==> src/sv/psp_pkg.sv <==
// ----------------------------------------------------------------------------
// psp_pkg
// Shared constants and controller/datapath handshake types for the program
// counter sample profile table.
// ----------------------------------------------------------------------------
package psp_pkg;

	localparam int TABLE_DEPTH_DEF = 64;

	localparam int CFG_IDX_W  = 1;
	localparam int ENTRIES_W  = 7;
	localparam int LIMIT_W    = 16;
	localparam int WORD_W     = 32;

	localparam logic [CFG_IDX_W-1:0] REG_MAX_ENTRIES = 1'b0;
	localparam logic [CFG_IDX_W-1:0] REG_STUCK_LIMIT = 1'b1;

	localparam logic [ENTRIES_W-1:0] MAX_ENTRIES_RESET = 7'd50;
	localparam logic [LIMIT_W-1:0]   STUCK_LIMIT_RESET = 16'd255;

	localparam logic [WORD_W-1:0]  CNT_MAX = '1;
	localparam logic [LIMIT_W-1:0] RUN_MAX = '1;

	typedef struct packed {
		logic load;    // latch a new sample and clear the scan results
		logic rd;      // read the next table slot
		logic commit;  // write the chosen slot and publish the result
	} psp_cmd_t;

	typedef struct packed {
		logic last_rd; // the slot being read is the final one
	} psp_status_t;

	function automatic logic [WORD_W-1:0] sat_inc(input logic [WORD_W-1:0] v);
		sat_inc = (v == CNT_MAX) ? v : v + WORD_W'(1);
	endfunction

endpackage

==> src/sv/psp_ctrl.sv <==
// ----------------------------------------------------------------------------
// psp_ctrl
// Sequencer for one sample: walk every slot, let the last read settle, then
// commit the update.
// ----------------------------------------------------------------------------
module psp_ctrl (
	input  logic                 clk,
	input  logic                 arst_n,
	input  logic                 start,
	output logic                 busy,
	output psp_pkg::psp_cmd_t    cmd,
	input  psp_pkg::psp_status_t status
);

	typedef enum logic [1:0] {
		ST_IDLE,
		ST_SCAN,
		ST_DRAIN,
		ST_COMMIT
	} state_t;

	state_t state_q;

	always_ff @(posedge clk or negedge arst_n) begin
		if (!arst_n) begin
			state_q <= ST_IDLE;
		end else begin
			unique case (state_q)
				ST_IDLE: begin
					if (start) state_q <= ST_SCAN;
				end
				ST_SCAN: begin
					if (status.last_rd) state_q <= ST_DRAIN;
				end
				ST_DRAIN:  state_q <= ST_COMMIT;
				ST_COMMIT: state_q <= ST_IDLE;
				default:   state_q <= ST_IDLE;
			endcase
		end
	end

	assign busy = (state_q != ST_IDLE);

	always_comb begin
		cmd.load   = (state_q == ST_IDLE) && start;
		cmd.rd     = (state_q == ST_SCAN);
		cmd.commit = (state_q == ST_COMMIT);
	end

endmodule

==> config.mk <==
export PLATFORM = sky130hd
export DESIGN_NAME = psp_ctrl
export DESIGN_NICKNAME = d
export VERILOG_FILES = /design/src/sv/psp_pkg.sv /design/src/sv/psp_ctrl.sv
export SDC_FILE = /design/constraint.sdc
export NUM_CORES = 1
export LEC_CHECK = 0
export ABC_AREA = 0
export ABC_CLOCK_PERIOD_IN_PS = 3300
export BUFFER_PORTS_ARGS = -buffer_cell sky130_fd_sc_hd__buf_2
export CORE_AREA = 3 3 40 42
export CTS_CLUSTER_DIAMETER = 120
export DETAILED_ROUTE_END_ITERATION = 8
export DIE_AREA = 0 0 43 45
export MAX_ROUTING_LAYER = met4
export PLACE_DENSITY = 0.43
export REMOVE_ABC_BUFFERS = 1
export SYNTH_ARGS = -nofsm -noshare
export SYNTH_HDL_FRONTEND = slang
export SYNTH_SLANG_ARGS = --single-unit
==> constraint.sdc <==
create_clock -name clk -period 3.3 [get_ports clk]
set_clock_uncertainty 0.2 [all_clocks]
set_input_delay 0.66 -clock clk [delete_from_list [all_inputs] [get_ports clk]]
set_output_delay 0.66 -clock clk [all_outputs]
set_load 0.1 [all_outputs]
==> metrics.md <==
| Metric | Value |
|---|---|
| Die width | 43 um |
| Final ANT Viol Nets | 0 |
| Antenna violations before repair | 0 |
| CTS HTree Levels | 1 |
| Delay-heaviest family, CP | buffers and inverters |
| Period utilization | 0.7076 |
| Pre-antenna DRT Iters | 1 |
| Ys async rst share | 1.000 |
| Synth top area cells | ha_1, dfrtp_1, mux2_4 |
| Initial Utilization | 0.1363 |
| Synthesized area per cell | 10.95 sq um |
| Post-Synthesis Cells | 16 |
| TritonCTS clock tree | yes |
| Die height | 45 um |
| Final HPWL DP | 277.2 um |
| Outcome | complete, no violations |
| Drt total wl | 335 um |
| I/O pin count | 8 |
| Unique masters post-synth | 9 |
| Core area | 1285 sq um |
| CP arrival | 1.48 ns |
| Rel. slew slack | 0.6784 |
| Max Root-Sink Buffers | 2 |
| Std cell rows | 13 |
| Area grow syn2layout | 43.57% |
| Cts bufs inserted | 3 |
| Max reg flops | 2 |
| Die area | 1935 sq um |
| WP buf/inv | 2 |
| Drt initial violations | 0 |
| Slowest Stage Delay on Critical Path | 0.41 ns |
| Final net count | 37 |
| Post-synthesis cell area | 175.2 sq um |
| Tmin final | 2.335 ns |
| Hold/Removal Path Class | in -> async |
| Worst-path fanout max | 4 |
| Post-synth EDFFs | 0 |
| # diodes | 0 |
| Synth Flop Type | dfrtp_1 |
| Port bufs | 7 |
| Synth top area share | 0.3571 |
| Synth area leader | ha_1 |
| Final hold vios | 0 |
| Clk_lat worst skew | 0.22 ns |
| Total track usage | 0.05575 |
| Cts repair resizes | 0 |
| Clk Tree Root Cell | clkbuf_4 |
| First-pass GRT wire length | 676 um |
| CP max stage cell | buf_2 |
| Max frequency | 428.2 MHz |
| FILL cells | 143 |
| # DRC | 0 |
| Critical path class | reg -> out |
| Via-to-Cell Ratio | 3.268 |
| Yosys reg bits | 2 |
| Routed vias | 134 |
| Post-synth top cells | ha_1, inv_1, dfrtp_1 |
| Most numerous cell in the Yosys netlist | ha_1 |
| Share of cells above drive strength 1 | 0.5000 |
| Largest net degree at the start of global routing | 5 |
| Maxcap violations | 0 |
| Register area share after synthesis | 0.2857 |
| Biggest regs | state_q (2) |
| Worst-path clk slew | 0.03 ns |
| Synth Warn # | 0 |
| Critical path capture point type | output pin |
| RSZ-0062 raised after global routing | no |
| Crit path cell chain | inv_1, ha_1, and2_1, buf_2 |
| Vias in the first global route | 172 |
| Placer congestion estimate | 0.7265 |
| WP data required | 2.44 ns |
| Setup Buffers After CTS | 0 |
| Critical Path Start Type | flop |
| GRT overflow | 0 |
| Routed length per instance | 8.171 um |
| TNS Setup | 0 ns |
| Worst-Margin Slew | 0.4857 ns |
| Final setup viols | 0 |
| Fin. max-slew vios | 0 |
| Most flops, register | state_q |
| CTS Hold Buffers Added | 0 |
| Sinks on Clock Net | 2 |
## stage by stage
stage	instance area (sq um)	util	setup slack (ns)	hold WS (ns)	cells
2_1_floorplan	175.2	-	1.027	0.1644	16
5_1_grt	251.5	0.1957	0.8525	0.003231	41
3_5_place_dp	229.0	0.1782	1.157	0.2489	38
4_1_cts	251.5	0.1957	0.9376	0.005789	41
3_3_place_gp	229.0	0.1782	1.162	0.2461	38
6_report	251.5	0.1957	0.9648	0.01529	41
## final timing paths
path | from | end | slack, ns | cells past startpoint
worst max-delay path | state_q[0] | cmd[2] | 0.96 | 4
worst min-delay path | arst_n | state_q[1] | 0.02 | 1
min in group clk | state_q[1] | state_q[1] | 0.37 | 1
max in group asynchronous | arst_n | state_q[0] | 2.79 | 1
worst max register to register | state_q[1] | state_q[1] | 1.76 | 5
worst min register to register | state_q[1] | state_q[1] | 0.37 | 1
## per-layer routing
layer	track usage	wire, um	vias to the layer above
li1	-	-	69
met2	0.07186	132	8
met3	0.04382	49	0
met4	0.07229	0	0
met1	0.04337	153	57
met5	-	0	-
## placed cells by master, fill, tap and decap left out
master    synthesis  final
nor2_1            1      1
buf_2             0      7
mux2i_1           1      1
ha_1              5      5
and2_1            1      1
dfrtp_1           2      2
inv_1             3      3
clkbuf_4          0      3
mux2_4            1      1
o22ai_2           1      1
inv_2             1      1
## final cells by class
type	instances	area [sq um]	area share
well taps	15	18.77	0.07463
repair buffers	7	35.03	0.1393
inverters	4	15.01	0.05970
multi-input cells	10	110.1	0.4378
flip-flops and latches	2	50.05	0.1990
clock buffers	3	22.52	0.08955
## kinds of logic after synthesis
| group | after synthesis | share of synthesized area |
|---|---|---|
| and+or+nand+nor | 2 | 0.05715 |
| buffers and inverters | 4 | 0.08569 |
| muxes | 2 | 0.1428 |
| AOI/OAI and AO/OA | 1 | 0.07142 |
| DFF | 2 | 0.2857 |
| adders and majority gates | 5 | 0.3571 |
Power is not shown: default switching activity piles up to over one toggle a cycle in this logic, so the estimate is an artifact.
